$ cat src/hdl/sha1de_pkg.sv
// sha1de_pkg: shared types, constants and round helpers for the SHA-1 digest engine.
// No dependencies; used by every module of the engine.
package sha1de_pkg;

	// Input item as it arrives on the item channel
	typedef struct packed {
		logic [7:0] data_byte;
		logic       byte_valid;
		logic       end_of_message;
	} sha1de_in_t;

	// One digest word as it leaves on the digest channel
	typedef struct packed {
		logic [31:0] digest_word;
		logic [2:0]  word_index;
		logic        last_word;
	} sha1de_out_t;

	// Commands from the message sequencer to the compression unit
	typedef struct packed {
		logic start;  // load block and chain, run 80 rounds
		logic init;   // reload chain with the initial values
	} sha1de_cmd_t;

	localparam logic [4:0][31:0] SHA1_IV = {
		32'hC3D2E1F0, 32'h10325476, 32'h98BADCFE, 32'hEFCDAB89, 32'h67452301
	};

	localparam logic [31:0] K_STAGE0 = 32'h5A827999;
	localparam logic [31:0] K_STAGE1 = 32'h6ED9EBA1;
	localparam logic [31:0] K_STAGE2 = 32'h8F1BBCDC;
	localparam logic [31:0] K_STAGE3 = 32'hCA62C1D6;

	localparam logic [7:0] PAD_BYTE      = 8'h80;
	localparam logic [7:0] ZERO_BYTE     = 8'h00;
	localparam logic [6:0] LAST_ROUND    = 7'd79;
	localparam logic [2:0] LAST_WORD_IDX = 3'd4;
	localparam logic [5:0] LEN_START_POS = 6'd56;
	localparam logic [5:0] BLOCK_END_POS = 6'd63;

	function automatic logic [31:0] rol(input logic [31:0] x, input int unsigned n);
		return (x << n) | (x >> (32 - n));
	endfunction

	// Round function plus round constant, chosen by round number
	function automatic logic [31:0] sha1de_fk(input logic [6:0] t, input logic [31:0] b,
		input logic [31:0] c, input logic [31:0] d);
		logic [31:0] f;
		logic [31:0] k;
		if (t < 7'd20) begin
			f = (b & c) | (~b & d);
			k = K_STAGE0;
		end else if (t < 7'd40) begin
			f = b ^ c ^ d;
			k = K_STAGE1;
		end else if (t < 7'd60) begin
			f = (b & c) | (b & d) | (c & d);
			k = K_STAGE2;
		end else begin
			f = b ^ c ^ d;
			k = K_STAGE3;
		end
		return f + k;
	endfunction

endpackage

$ cat src/hdl/sha1_digest_engine.sv
// sha1_digest_engine: streaming SHA-1 hasher over sha1de_front, sha1de_back, sha1de_compress.
// Item to sequencer: through the registered input queue; one byte item per cycle between blocks.
// A full block holds the sequencer in S_WAIT (start, load, 80 rounds, final add, done), taking
// no bytes. End of message: padding at one byte per cycle outside compression (one more block
// when fill > 55), eight length bytes, one compression, five words at one per cycle unless
// stalled. Reset: asynchronous, clears control and loads the initial chain; buffer uncleared.
module sha1_digest_engine #(
	parameter int QUEUE_DEPTH = 4
) (
	input  logic                    clk,
	input  logic                    arst_n,
	input  logic                    item_valid,
	output logic                    item_stall,
	input  sha1de_pkg::sha1de_in_t  item,
	output logic                    digest_valid,
	input  logic                    digest_stall,
	output sha1de_pkg::sha1de_out_t digest
);

	logic                    q_valid;
	sha1de_pkg::sha1de_in_t  q_item;
	logic                    q_pop;
	sha1de_pkg::sha1de_cmd_t cmd;
	logic [15:0][31:0]       block;
	logic                    done;
	logic [4:0][31:0]        chain;

	// Front: accept and queue items
	sha1de_front #(
		.DEPTH(QUEUE_DEPTH)
	) u_front (
		.clk        (clk),
		.arst_n     (arst_n),
		.item_valid (item_valid),
		.item_stall (item_stall),
		.item       (item),
		.q_valid    (q_valid),
		.q_item     (q_item),
		.q_pop      (q_pop)
	);

	// Back: message sequencing and digest output
	sha1de_back u_back (
		.clk          (clk),
		.arst_n       (arst_n),
		.q_valid      (q_valid),
		.q_item       (q_item),
		.q_pop        (q_pop),
		.cmd          (cmd),
		.block        (block),
		.done         (done),
		.chain        (chain),
		.digest_valid (digest_valid),
		.digest_stall (digest_stall),
		.digest       (digest)
	);

	// Compression unit
	sha1de_compress u_compress (
		.clk    (clk),
		.arst_n (arst_n),
		.cmd    (cmd),
		.block  (block),
		.done   (done),
		.chain  (chain)
	);

endmodule

$ cat src/hdl/sha1de_front.sv
// sha1de_front: accepts input items, drops those with neither byte nor end,
// and queues the rest for the message sequencer. Depends on sha1de_pkg.
module sha1de_front #(
	parameter int DEPTH = 4
) (
	input  logic                   clk,
	input  logic                   arst_n,
	input  logic                   item_valid,
	output logic                   item_stall,
	input  sha1de_pkg::sha1de_in_t item,
	output logic                   q_valid,
	output sha1de_pkg::sha1de_in_t q_item,
	input  logic                   q_pop
);

	localparam int PW = $clog2(DEPTH);
	localparam int CW = $clog2(DEPTH + 1);

	sha1de_pkg::sha1de_in_t entry_q [DEPTH];
	logic [PW-1:0] wr_ptr_q;
	logic [PW-1:0] rd_ptr_q;
	logic [CW-1:0] cnt_q;
	logic          push;
	logic          pop;

	// Only items that change state are queued
	assign item_stall = (cnt_q == CW'(DEPTH));
	assign push = item_valid && !item_stall && (item.byte_valid || item.end_of_message);
	assign pop = q_pop && q_valid;
	assign q_valid = (cnt_q != '0);
	assign q_item = entry_q[rd_ptr_q];

	// Pointers and fill level
	always_ff @(posedge clk or negedge arst_n) begin
		if (!arst_n) begin
			wr_ptr_q <= '0;
			rd_ptr_q <= '0;
			cnt_q <= '0;
		end else begin
			if (push) begin
				wr_ptr_q <= (wr_ptr_q == PW'(DEPTH - 1)) ? '0 : wr_ptr_q + 1'b1;
			end
			if (pop) begin
				rd_ptr_q <= (rd_ptr_q == PW'(DEPTH - 1)) ? '0 : rd_ptr_q + 1'b1;
			end
			if (push && !pop) begin
				cnt_q <= cnt_q + 1'b1;
			end else if (pop && !push) begin
				cnt_q <= cnt_q - 1'b1;
			end
		end
	end

	// Queue storage
	always_ff @(posedge clk) begin
		if (push) begin
			entry_q[wr_ptr_q] <= item;
		end
	end

	assert property (@(posedge clk) disable iff (!arst_n)
		(cnt_q == '0) |-> !pop)
		else $error("front queue popped while empty");

endmodule

$ cat src/hdl/sha1de_compress.sv
// sha1de_compress: SHA-1 compression unit, one round per cycle over a rolling
// 16-word schedule window; holds the chaining words. Depends on sha1de_pkg.
module sha1de_compress (
	input  logic                    clk,
	input  logic                    arst_n,
	input  sha1de_pkg::sha1de_cmd_t cmd,
	input  logic [15:0][31:0]       block,
	output logic                    done,
	output logic [4:0][31:0]        chain
);

	logic [4:0][31:0]  h_q;
	logic [4:0][31:0]  work_q;
	logic [15:0][31:0] sch_q;
	logic [6:0]        rnd_q;
	logic              busy_q;
	logic              fin_q;
	logic              done_q;
	logic [31:0]       tmp;
	logic [31:0]       w_next;

	assign done = done_q;
	assign chain = h_q;

	// One round: a' = rol5(a) + f + k + e + w
	assign tmp = sha1de_pkg::rol(work_q[0], 5)
		+ sha1de_pkg::sha1de_fk(rnd_q, work_q[1], work_q[2], work_q[3])
		+ work_q[4] + sch_q[0];
	assign w_next = sha1de_pkg::rol(sch_q[13] ^ sch_q[8] ^ sch_q[2] ^ sch_q[0], 1);

	// Round counter, chaining words and completion
	always_ff @(posedge clk or negedge arst_n) begin
		if (!arst_n) begin
			h_q <= sha1de_pkg::SHA1_IV;
			rnd_q <= '0;
			busy_q <= 1'b0;
			fin_q <= 1'b0;
			done_q <= 1'b0;
		end else begin
			done_q <= fin_q;
			fin_q <= 1'b0;
			if (cmd.start) begin
				busy_q <= 1'b1;
				rnd_q <= '0;
			end else if (busy_q) begin
				rnd_q <= rnd_q + 1'b1;
				if (rnd_q == sha1de_pkg::LAST_ROUND) begin
					busy_q <= 1'b0;
					fin_q <= 1'b1;
				end
			end
			if (fin_q) begin
				for (int i = 0; i < 5; i++) begin
					h_q[i] <= h_q[i] + work_q[i];
				end
			end else if (cmd.init) begin
				h_q <= sha1de_pkg::SHA1_IV;
			end
		end
	end

	// Working variables and schedule window
	always_ff @(posedge clk) begin
		if (cmd.start) begin
			work_q <= h_q;
			sch_q <= block;
		end else if (busy_q) begin
			work_q[0] <= tmp;
			work_q[1] <= work_q[0];
			work_q[2] <= sha1de_pkg::rol(work_q[1], 30);
			work_q[3] <= work_q[2];
			work_q[4] <= work_q[3];
			for (int i = 0; i < 15; i++) begin
				sch_q[i] <= sch_q[i + 1];
			end
			sch_q[15] <= w_next;
		end
	end

	assert property (@(posedge clk) disable iff (!arst_n)
		cmd.start |-> (!busy_q && !fin_q))
		else $error("compression started while busy");

	assert property (@(posedge clk) disable iff (!arst_n)
		fin_q |-> ##1 done_q)
		else $error("final add not followed by done");

endmodule

$ cat src/hdl/sha1de_back.sv
// sha1de_back: message sequencer; packs bytes into the block buffer, pads,
// appends the length, drives the compressor and emits digest words.
// Depends on sha1de_pkg.
module sha1de_back (
	input  logic                     clk,
	input  logic                     arst_n,
	input  logic                     q_valid,
	input  sha1de_pkg::sha1de_in_t   q_item,
	output logic                     q_pop,
	output sha1de_pkg::sha1de_cmd_t  cmd,
	output logic [15:0][31:0]        block,
	input  logic                     done,
	input  logic [4:0][31:0]         chain,
	output logic                     digest_valid,
	input  logic                     digest_stall,
	output sha1de_pkg::sha1de_out_t  digest
);

	typedef enum logic [4:0] {
		S_IDLE = 5'b00001,
		S_PAD  = 5'b00010,
		S_LEN  = 5'b00100,
		S_WAIT = 5'b01000,
		S_OUT  = 5'b10000
	} state_t;

	state_t                  state_q;
	state_t                  ret_q;
	logic [15:0][3:0][7:0]   blk_q;
	logic [5:0]              fill_q;
	logic [63:0]             bits_q;
	logic                    pad_first_q;
	logic                    go_q;
	logic [2:0]              word_q;
	logic                    out_valid_q;
	sha1de_pkg::sha1de_out_t out_q;
	logic                    wr_en;
	logic [7:0]              wr_byte;
	logic                    blk_full;
	logic                    out_load;
	logic                    out_last;
	logic [63:0]             len_shifted;

	assign block = blk_q;
	assign digest_valid = out_valid_q;
	assign digest = out_q;

	assign q_pop = (state_q == S_IDLE) && q_valid;
	assign out_load = (state_q == S_OUT) && (!out_valid_q || !digest_stall);
	assign out_last = (word_q == sha1de_pkg::LAST_WORD_IDX);
	assign cmd.start = go_q;
	assign cmd.init = out_load && out_last;

	// Length byte: position 56 carries the top byte
	assign len_shifted = bits_q >> {~fill_q[2:0], 3'b000};

	// Byte source for the block buffer
	always_comb begin
		wr_en = 1'b0;
		wr_byte = sha1de_pkg::ZERO_BYTE;
		case (state_q)
			S_IDLE: begin
				wr_en = q_pop && q_item.byte_valid;
				wr_byte = q_item.data_byte;
			end
			S_PAD: begin
				wr_en = 1'b1;
				wr_byte = pad_first_q ? sha1de_pkg::PAD_BYTE : sha1de_pkg::ZERO_BYTE;
			end
			S_LEN: begin
				wr_en = 1'b1;
				wr_byte = len_shifted[7:0];
			end
			default: begin
				wr_en = 1'b0;
			end
		endcase
	end

	assign blk_full = wr_en && (fill_q == sha1de_pkg::BLOCK_END_POS);

	// Sequencer
	always_ff @(posedge clk or negedge arst_n) begin
		if (!arst_n) begin
			state_q <= S_IDLE;
			ret_q <= S_IDLE;
			fill_q <= '0;
			bits_q <= '0;
			pad_first_q <= 1'b1;
			go_q <= 1'b0;
			word_q <= '0;
		end else begin
			go_q <= 1'b0;
			if (wr_en) begin
				fill_q <= fill_q + 1'b1;
			end
			case (state_q)
				S_IDLE: begin
					if (q_pop) begin
						if (q_item.byte_valid) begin
							bits_q <= bits_q + 64'd8;
						end
						if (blk_full) begin
							go_q <= 1'b1;
							state_q <= S_WAIT;
							ret_q <= q_item.end_of_message ? S_PAD : S_IDLE;
						end else if (q_item.end_of_message) begin
							state_q <= S_PAD;
						end
					end
				end
				S_PAD: begin
					pad_first_q <= 1'b0;
					if (fill_q == sha1de_pkg::LEN_START_POS - 6'd1) begin
						state_q <= S_LEN;
					end else if (blk_full) begin
						go_q <= 1'b1;
						state_q <= S_WAIT;
						ret_q <= S_PAD;
					end
				end
				S_LEN: begin
					if (blk_full) begin
						go_q <= 1'b1;
						state_q <= S_WAIT;
						ret_q <= S_OUT;
						word_q <= '0;
					end
				end
				S_WAIT: begin
					if (done) begin
						state_q <= ret_q;
					end
				end
				S_OUT: begin
					if (out_load) begin
						word_q <= word_q + 1'b1;
						if (out_last) begin
							bits_q <= '0;
							pad_first_q <= 1'b1;
							state_q <= S_IDLE;
						end
					end
				end
				default: begin
					state_q <= S_IDLE;
				end
			endcase
		end
	end

	// Output register valid
	always_ff @(posedge clk or negedge arst_n) begin
		if (!arst_n) begin
			out_valid_q <= 1'b0;
		end else if (out_load) begin
			out_valid_q <= 1'b1;
		end else if (!digest_stall) begin
			out_valid_q <= 1'b0;
		end
	end

	// Output payload and block buffer, big-endian byte lanes
	always_ff @(posedge clk) begin
		if (out_load) begin
			out_q.digest_word <= chain[word_q];
			out_q.word_index <= word_q;
			out_q.last_word <= out_last;
		end
		if (wr_en) begin
			blk_q[fill_q[5:2]][~fill_q[1:0]] <= wr_byte;
		end
	end

	assert property (@(posedge clk) disable iff (!arst_n)
		(state_q == S_WAIT) |-> (fill_q == '0))
		else $error("compression running on a partial block");

	assert property (@(posedge clk) disable iff (!arst_n)
		(state_q == S_LEN) |-> (fill_q[5:3] == 3'b111))
		else $error("length written outside the last eight bytes");

	assert property (@(posedge clk) disable iff (!arst_n)
		(out_valid_q && out_q.last_word) |-> (out_q.word_index == sha1de_pkg::LAST_WORD_IDX))
		else $error("last flag on a word other than the fifth");

endmodule
$ cat config.mk
export PLATFORM = sky130hd
export DESIGN_NAME = sha1_digest_engine
export DESIGN_NICKNAME = d
export VERILOG_FILES = /design/src/hdl/sha1de_pkg.sv /design/src/hdl/sha1_digest_engine.sv /design/src/hdl/sha1de_front.sv /design/src/hdl/sha1de_compress.sv /design/src/hdl/sha1de_back.sv
export SDC_FILE = /design/constraint.sdc
export NUM_CORES = 2
export LEC_CHECK = 0
export ABC_AREA = 1
export BUFFER_PORTS_ARGS = -buffer_cell sky130_fd_sc_hd__buf_2
export CORE_MARGIN = 2
export CORE_UTILIZATION = 45
export DETAILED_ROUTE_END_ITERATION = 6
export SYNTH_ARGS = -nofsm -noshare
export SYNTH_HDL_FRONTEND = slang
export SYNTH_HIERARCHICAL = 1
export SYNTH_SLANG_ARGS = --single-unit
$ cat constraint.sdc
create_clock -name clk -period 33.3 [get_ports clk]
set_clock_uncertainty 0.15 [all_clocks]
set_input_delay 8.325 -clock clk [delete_from_list [all_inputs] [get_ports clk]]
set_output_delay 8.325 -clock clk [all_outputs]
set_load 0.01 [all_outputs]
Word-level counts from Yosys, hierarchy flattened
Memory sizes are Yosys's and may differ from the RTL's.
Index checks and enable logic that the tools add are counted.
{"block": "classes", "n_addsub": 17, "n_mux": 69, "n_bitwise": 18, "n_shift": 1, "reduce_logical": 33, "eq_ne": 23, "magnitude_cmp": 8}
{"op": "$mux W512", "n": 2}
{"op": "$mux W160", "n": 4}
{"op": "$bwmux W512", "n": 1}
{"op": "$add A32 B32 Y32", "n": 9}
{"op": "$mux W64", "n": 4}
{"op": "$mux W32", "n": 7}
{"op": "$xor A32 B32 Y32", "n": 5}
{"op": "$and A32 B32 Y32", "n": 4}
{"op": "$demux W32 S4", "n": 1}
{"op": "$pmux W64 S2", "n": 1}
{"op": "$bmux W32 S3", "n": 1}
{"op": "$or A32 B32 Y32", "n": 3}
{"op": "$mux W5", "n": 13}
{"op": "$add A64 B4 Y64 const B", "n": 1}
{"op": "$shr A64 B6 Y8", "n": 1}
{"op": "$not A32 Y32", "n": 1}
{"op": "$or A32 B1 Y32", "n": 1}
{"op": "$or A32 B30 Y32", "n": 1}
{"op": "$or A32 B5 Y32", "n": 1}
{"op": "$mux W31", "n": 1}
{"op": "$pmux W5 S5", "n": 1}
{"op": "$pmux W8 S3", "n": 1}
{"op": "$ne A2 B1 Y1 const B", "n": 9}
{"op": "$demux W8 S2", "n": 1}
{"op": "43 further kinds", "n": 95}
{"block": "word_totals", "elab_cells": 278, "ramBits": 40, "ff_bits": 1483, "output_inout_bits": 38, "inputBits": 14, "mem_count": 1}
{"name": "u_front.entry_q", "words": 4, "word_bits": 10, "read_ports": 1, "rd_clocked_by_memory_dff": 0, "wr": 1, "line_no": "sha1de_front.sv:19", "source": "sha1de_pkg::sha1de_in_t entry_q [DEPTH];"}

Logic depth before layout (Yosys ltp)
{"block": "logic_depth", "word_depth": 12, "ltp_mapped": 26, "ltp_nobuf": 25}

Hierarchy
The synthesis kept the hierarchy.
{"mod": "sha1de_compress", "cells_each": 6466, "seq_area_each_um2": 24533.5, "n_inst": 1, "area_each_um2": 52034.9}
{"mod": "sha1de_back", "cells_each": 1890, "seq_area_each_um2": 18486.5, "n_inst": 1, "area_each_um2": 24382.1}
{"mod": "sha1de_front", "cells_each": 179, "seq_area_each_um2": 1376.3, "n_inst": 1, "area_each_um2": 2065.7}

Worst setup path before layout
OpenSTA, ideal clock, no wires.
{"block": "synth_path", "path_type": "register -> register", "startpoint": "register u_back.go_q", "endpoint": "register u_compress.rnd_q[1]", "required_time_ns": 32.433, "path_buffers": 3, "slack_ns": 18.134, "setup_time_ns": 0.717, "synth_period_minus_slack_ns": 15.166, "path_stages_with_launch": 7, "t_arrival_ns": 14.300, "path_cell_list": "dfrtp_1 buf_4 buf_2 clkbuf_1 nor2_1 inv_1 o21ai_0"}
{"block": "synth_between", "elab_chain_cells": 1, "word_cells_on_any_way": 2, "cone_classes": "1 x mux; 1 x reduce/logical"}
{"element": "start, declared", "line_no": "sha1de_back.sv:33", "source": "logic go_q;"}
{"element": "start signal, assigned", "line_no": "sha1de_back.sv:90", "source": "go_q <= 1'b0;"}
{"element": "start signal, assigned", "line_no": "sha1de_back.sv:93", "source": "go_q <= 1'b0;"}
{"element": "start signal, assigned", "line_no": "sha1de_back.sv:104", "source": "go_q <= 1'b1;"}
{"element": "$mux W7 or $reduce_bool A2 Y1 (tied branches)"}
{"element": "end signal, assigned", "line_no": "sha1de_compress.sv:46", "source": "rnd_q <= rnd_q + 1'b1;"}
{"element": "end, declared", "line_no": "sha1de_compress.sv:15", "source": "logic [6:0] rnd_q;"}
Several ways; a longest one is shown, not always the timed one.
A chain may end at the register's enable or synchronous reset.

==> run summary <==
The run finished, with violations left. The final reports fail on design-rule violations. Of the total synthesized cell area, the portion taken by full adders, half adders and majority gates is 6.50%.

The core box area is 174000 um^2. For the pin with the worst max-slew slack, the measured transition is 1.17 ns. The share of power burned in registers was 49.6%.

The die width is 422 um. The maximum VDD drop came out at 0.0531 mV. Prior to clock tree synthesis, the placed netlist has a worst setup slack of 20.95 ns. Summing the areas of all xor and xnor instances in the mapped netlist gives 1.69% of the synthesized area. In the finished design, the share of the clock period the worst path needs comes to 34.8%.

Of all flip-flops after synthesis, the portion carrying an async set or reset was 17.0%. Counting flops and latches in the post-synthesis netlist gives 1518. The number of sinks driven by the clock tree is 1518, and the total setup buffers inserted after CTS is 0. The latest clock arrival within the worst-skew pair is 0.85 ns. The worst register-to-register path ends at u_compress/work_q[29].

The number of endpoints failing setup at the final stage is 0. No sink is reached through more buffers than the 3 on the longest clock path. At the worst endpoint, the arrival time is 12.22 ns.

After technology mapping, the gate count stands at 8535. The finished layout holds 11004 standard cells, fillers aside. The worst path setup slack after routing came out at 21.70 ns. The critical-path maximum fanout is 65, and the relative max-transition margin is 21.5%. Hold is met by 0.344 ns.

Post-CTS repair changed the size of 0 cells. By area, the combinational part of the netlist is dominated by simple AND/OR/NAND/NOR gates. The number of hold violations in the final report was 0; the number of vias per cell was 5.41. Entering global routing, the biggest net connects 204 pins.

The number of CTS-inserted buffers was 167; the height of the die was 422 um. The run gives 0 as the overall overflow remaining after global route. The share of power burned in combinational logic is 9.5%, and the total negative setup slack is 0 ns. The number of fill cells was 16235. The half-perimeter wire length after placement is 176 mm, and the number of slew-limit violations in the final report is 0. The path class of the tightest hold or removal check is flip-flop to flip-flop. Subtracting the final worst setup slack from the clock period gives 11.60 ns. The Yosys step of the flow raised 6 warnings. The die covers 178000 um^2.

The total area of multi-input combinational cells was 29600 um^2. Cell internal power was estimated by the tool at 3320 uW. The instance count along the most critical hold path is 2. Setup repair after global routing left no endpoint under its margin. The number of different library cells used by synthesis comes to 59. For the number of nets produced by synthesis, the log shows 8881.

The netlist area before placement is 78500 um^2, and the average footprint of a synthesized cell is 9.20 um^2. Static timing analysis puts the maximum clock frequency at 86.2 MHz. Of the cells placed in the final design, the portion with a size suffix greater than 1 is 6.10%.

The setup check on the worst reg-to-reg path leaves a slack of 26.81 ns. The number of maximum-capacitance violations is 0. The final RePlAce weighted congestion is 1.02.

The tools report the data required time of the worst path as 33.91 ns. The logs give 0 for the residual antenna-violating net count after detailed routing and 59549 for the via count of the routed design. The tools report the starting density of the core as 45.2%. The sequential cell area in the final layout is 44400 um^2. Dividing the detail-routed wire length by the instance count gives 22.6 um. The iteration count of the initial detailed-routing pass was 7; the first-pass GRT wire length was 368 mm. The run gives 0 as the count of hold buffers inserted by post-cts repair. The root buffer cell chosen for the clock tree is sky130_fd_sc_hd__clkbuf_16. The predominant post-synthesis flop cell is sky130_fd_sc_hd__edfxtp_1.

For the number of levels in the clock H-tree, the log shows 4. The number of placed instances, taps included, is 10695. TritonCTS built the clock tree. Overall track demand over capacity in global routing: 27.7%.

The area growth from synthesis to layout is 10.0%. The worst hold path begins at u_back/ret_q[4]. The floorplan has 153 rows. The fraction of the mapped netlist area in simple logic gates was 22.7%.

The startpoint of the worst register-to-register path was u_compress/rnd_q[4]. By startpoint and endpoint, the worst setup path is classified as input pin to flip-flop. The worst setup path is launched from an input pin. Net switching is 26.2% of the power.

For the number of antenna violations at the first check in global routing, the log shows 4. Summing the areas of all compound-gate instances in the mapped netlist gives 6.65% of the synthesized area. The standby leakage power came out at 0.0371 uW. The via count of the first global-routing pass is 57405. The switching power total was 1180 uW. The share of total power dissipated in the clock network is 40.9%. The tools report the total length of routed wires as 249 mm. The run gives 56.6% as the sequential area share after synthesis.

The detailed-route DRC error count was 5; the worst reg2reg path depth was 24. The number of nets in the final layout is 8885, and the I/O pin total is 52. Buffers placed on the I/O ports in this run total 51.

The power per cell area works out to 52.1 nW/um^2. The worst setup path is captured at a flip-flop. In the synthesized netlist, mux cells make up 0% of the area. The number of flops mapped to enable cells by yosys is 1260, and the DRC marker count from the first detailed-route iteration is 5879. The clock slew seen by the registers of the worst setup and hold paths is 0.06 ns.

The worst hold path terminates at u_back/ret_q[4].
## logic make-up after synthesis
group                      Yosys count
AOI/OAI and AO/OA                  934
xor gates and xnor gates           151
adders and majority gates          332
buffers and inverters             1168
DFF                               1518
and+or+nand+nor                   4432
## worst max-delay path, stage by stage
cell and delay [ns]:
sky130_fd_sc_hd__buf_2 0.08, sky130_fd_sc_hd__nand2_1 0.12, sky130_fd_sc_hd__inv_1 0.14, sky130_fd_sc_hd__nor2_4 0.04
sky130_fd_sc_hd__buf_4 0.32, sky130_fd_sc_hd__nand2_2 0.42, sky130_fd_sc_hd__inv_1 0.18, sky130_fd_sc_hd__nor2_4 0.55
sky130_fd_sc_hd__clkinv_2 0.74, sky130_fd_sc_hd__buf_4 0.66, sky130_fd_sc_hd__or2_2 0.42, sky130_fd_sc_hd__nand2_1 0.07
sky130_fd_sc_hd__inv_1 0.04
## synthesized netlist by cell type, types with 19 or more instances
| master | n | share of area (%) |
|---|---|---|
| sky130_fd_sc_hd__nand2_1 | 3307 | 16 |
| sky130_fd_sc_hd__edfxtp_1 | 1260 | 48 |
| sky130_fd_sc_hd__inv_1 | 897 | 4.3 |
| sky130_fd_sc_hd__nor2_1 | 493 | 2.4 |
| sky130_fd_sc_hd__o21ai_0 | 388 | 2.5 |
| sky130_fd_sc_hd__nand3_1 | 348 | 2.2 |
| sky130_fd_sc_hd__a21oi_1 | 343 | 2.2 |
| sky130_fd_sc_hd__ha_1 | 206 | 3.3 |
| sky130_fd_sc_hd__dfrtp_1 | 175 | 5.6 |
| sky130_fd_sc_hd__clkbuf_1 | 129 | 0.62 |
| sky130_fd_sc_hd__fa_1 | 126 | 3.2 |
| sky130_fd_sc_hd__xnor2_1 | 103 | 1.1 |
| sky130_fd_sc_hd__nand4_1 | 96 | 0.77 |
| sky130_fd_sc_hd__buf_2 | 86 | 0.55 |
| sky130_fd_sc_hd__dfstp_2 | 83 | 2.8 |
| sky130_fd_sc_hd__nor3_1 | 52 | 0.33 |
| sky130_fd_sc_hd__o22ai_1 | 50 | 0.40 |
| sky130_fd_sc_hd__xor2_1 | 48 | 0.54 |
| sky130_fd_sc_hd__a221o_1 | 32 | 0.41 |
| sky130_fd_sc_hd__or2_2 | 31 | 0.25 |
| sky130_fd_sc_hd__buf_1 | 29 | 0.14 |
| sky130_fd_sc_hd__o21bai_1 | 26 | 0.25 |
| sky130_fd_sc_hd__nor2_2 | 20 | 0.16 |
| sky130_fd_sc_hd__o21ai_1 | 19 | 0.12 |
## state kept, by name, summed over array words and instances, names as in the netlist, 6 cells and up
name,cells
u_compress/chain,160
u_compress/rnd_q,7
u_back/block,512
u_front/entry_q,40
u_back/digest,36
u_back/fill_q,6
u_compress/sch_q,512
u_compress/work_q,160
u_back/bits_q,61
## worst max path at each step
stage	to	slack (ns)	startpoint
2_1_floorplan	u_compress/rnd_q[1]	18.13	u_back/go_q
3_3_place_gp	u_compress/chain[95]	21.01	digest_stall
3_5_place_dp	u_compress/chain[95]	20.95	digest_stall
4_1_cts	u_compress/chain[95]	21.85	digest_stall
5_1_grt	u_compress/chain[95]	21.59	digest_stall
6_report	u_compress/chain[95]	21.70	digest_stall
## metal layers
layer	up-vias	GRT usage [%]	wire length [um]
li1	28063	-	-
met1	29051	38.5	109000
met2	2026	43.0	112000
met3	409	4.27	16500
met4	0	12.3	11600
met5	-	0	0
## power by group through the flow
stage | clock network [uW] | registers, uW | logic (uW)
after floorplan | 0 | 2260 | 250
after global placement | 0 | 2270 | 422
after detailed placement | 0 | 2270 | 433
after CTS | 1880 | 2230 | 433
after global routing | 1950 | 2240 | 466
final | 1840 | 2230 | 427
## layout make-up
type | instances | area share (%)
sequential | 1518 | 51.4
multi-input combinational | 5849 | 34.2
clock buffer | 229 | 5.24
inverter | 906 | 3.96
tap | 2325 | 3.37
clock inverter | 76 | 0.991
timing repair buffer | 97 | 0.765
antenna | 4 | 0.0116
## cells in the final DEF, fill, tap and decap left out, types with 126 or more instances in the layout
cell type and n:
sky130_fd_sc_hd__a21oi_1 343, sky130_fd_sc_hd__nor2_1 492, sky130_fd_sc_hd__inv_1 892, sky130_fd_sc_hd__clkbuf_16 170
sky130_fd_sc_hd__nand2_1 3300, sky130_fd_sc_hd__dfrtp_1 171, sky130_fd_sc_hd__ha_1 206, sky130_fd_sc_hd__o21ai_0 388
sky130_fd_sc_hd__fa_1 126, sky130_fd_sc_hd__edfxtp_1 1260, sky130_fd_sc_hd__nand3_1 347
## per-stage QoR
step | total power [uW] | instance area, um^2 | utilization, %
finish | 4500 | 86300 | 49.7
global route | 4650 | 86300 | 49.7
CTS | 4540 | 86300 | 49.7
detailed placement | 2700 | 81000 | 46.6
global placement | 2690 | 81000 | 46.6
floorplan | 2510 | 78500 | -
No activity file was read; power rests on OpenSTA's default activity.
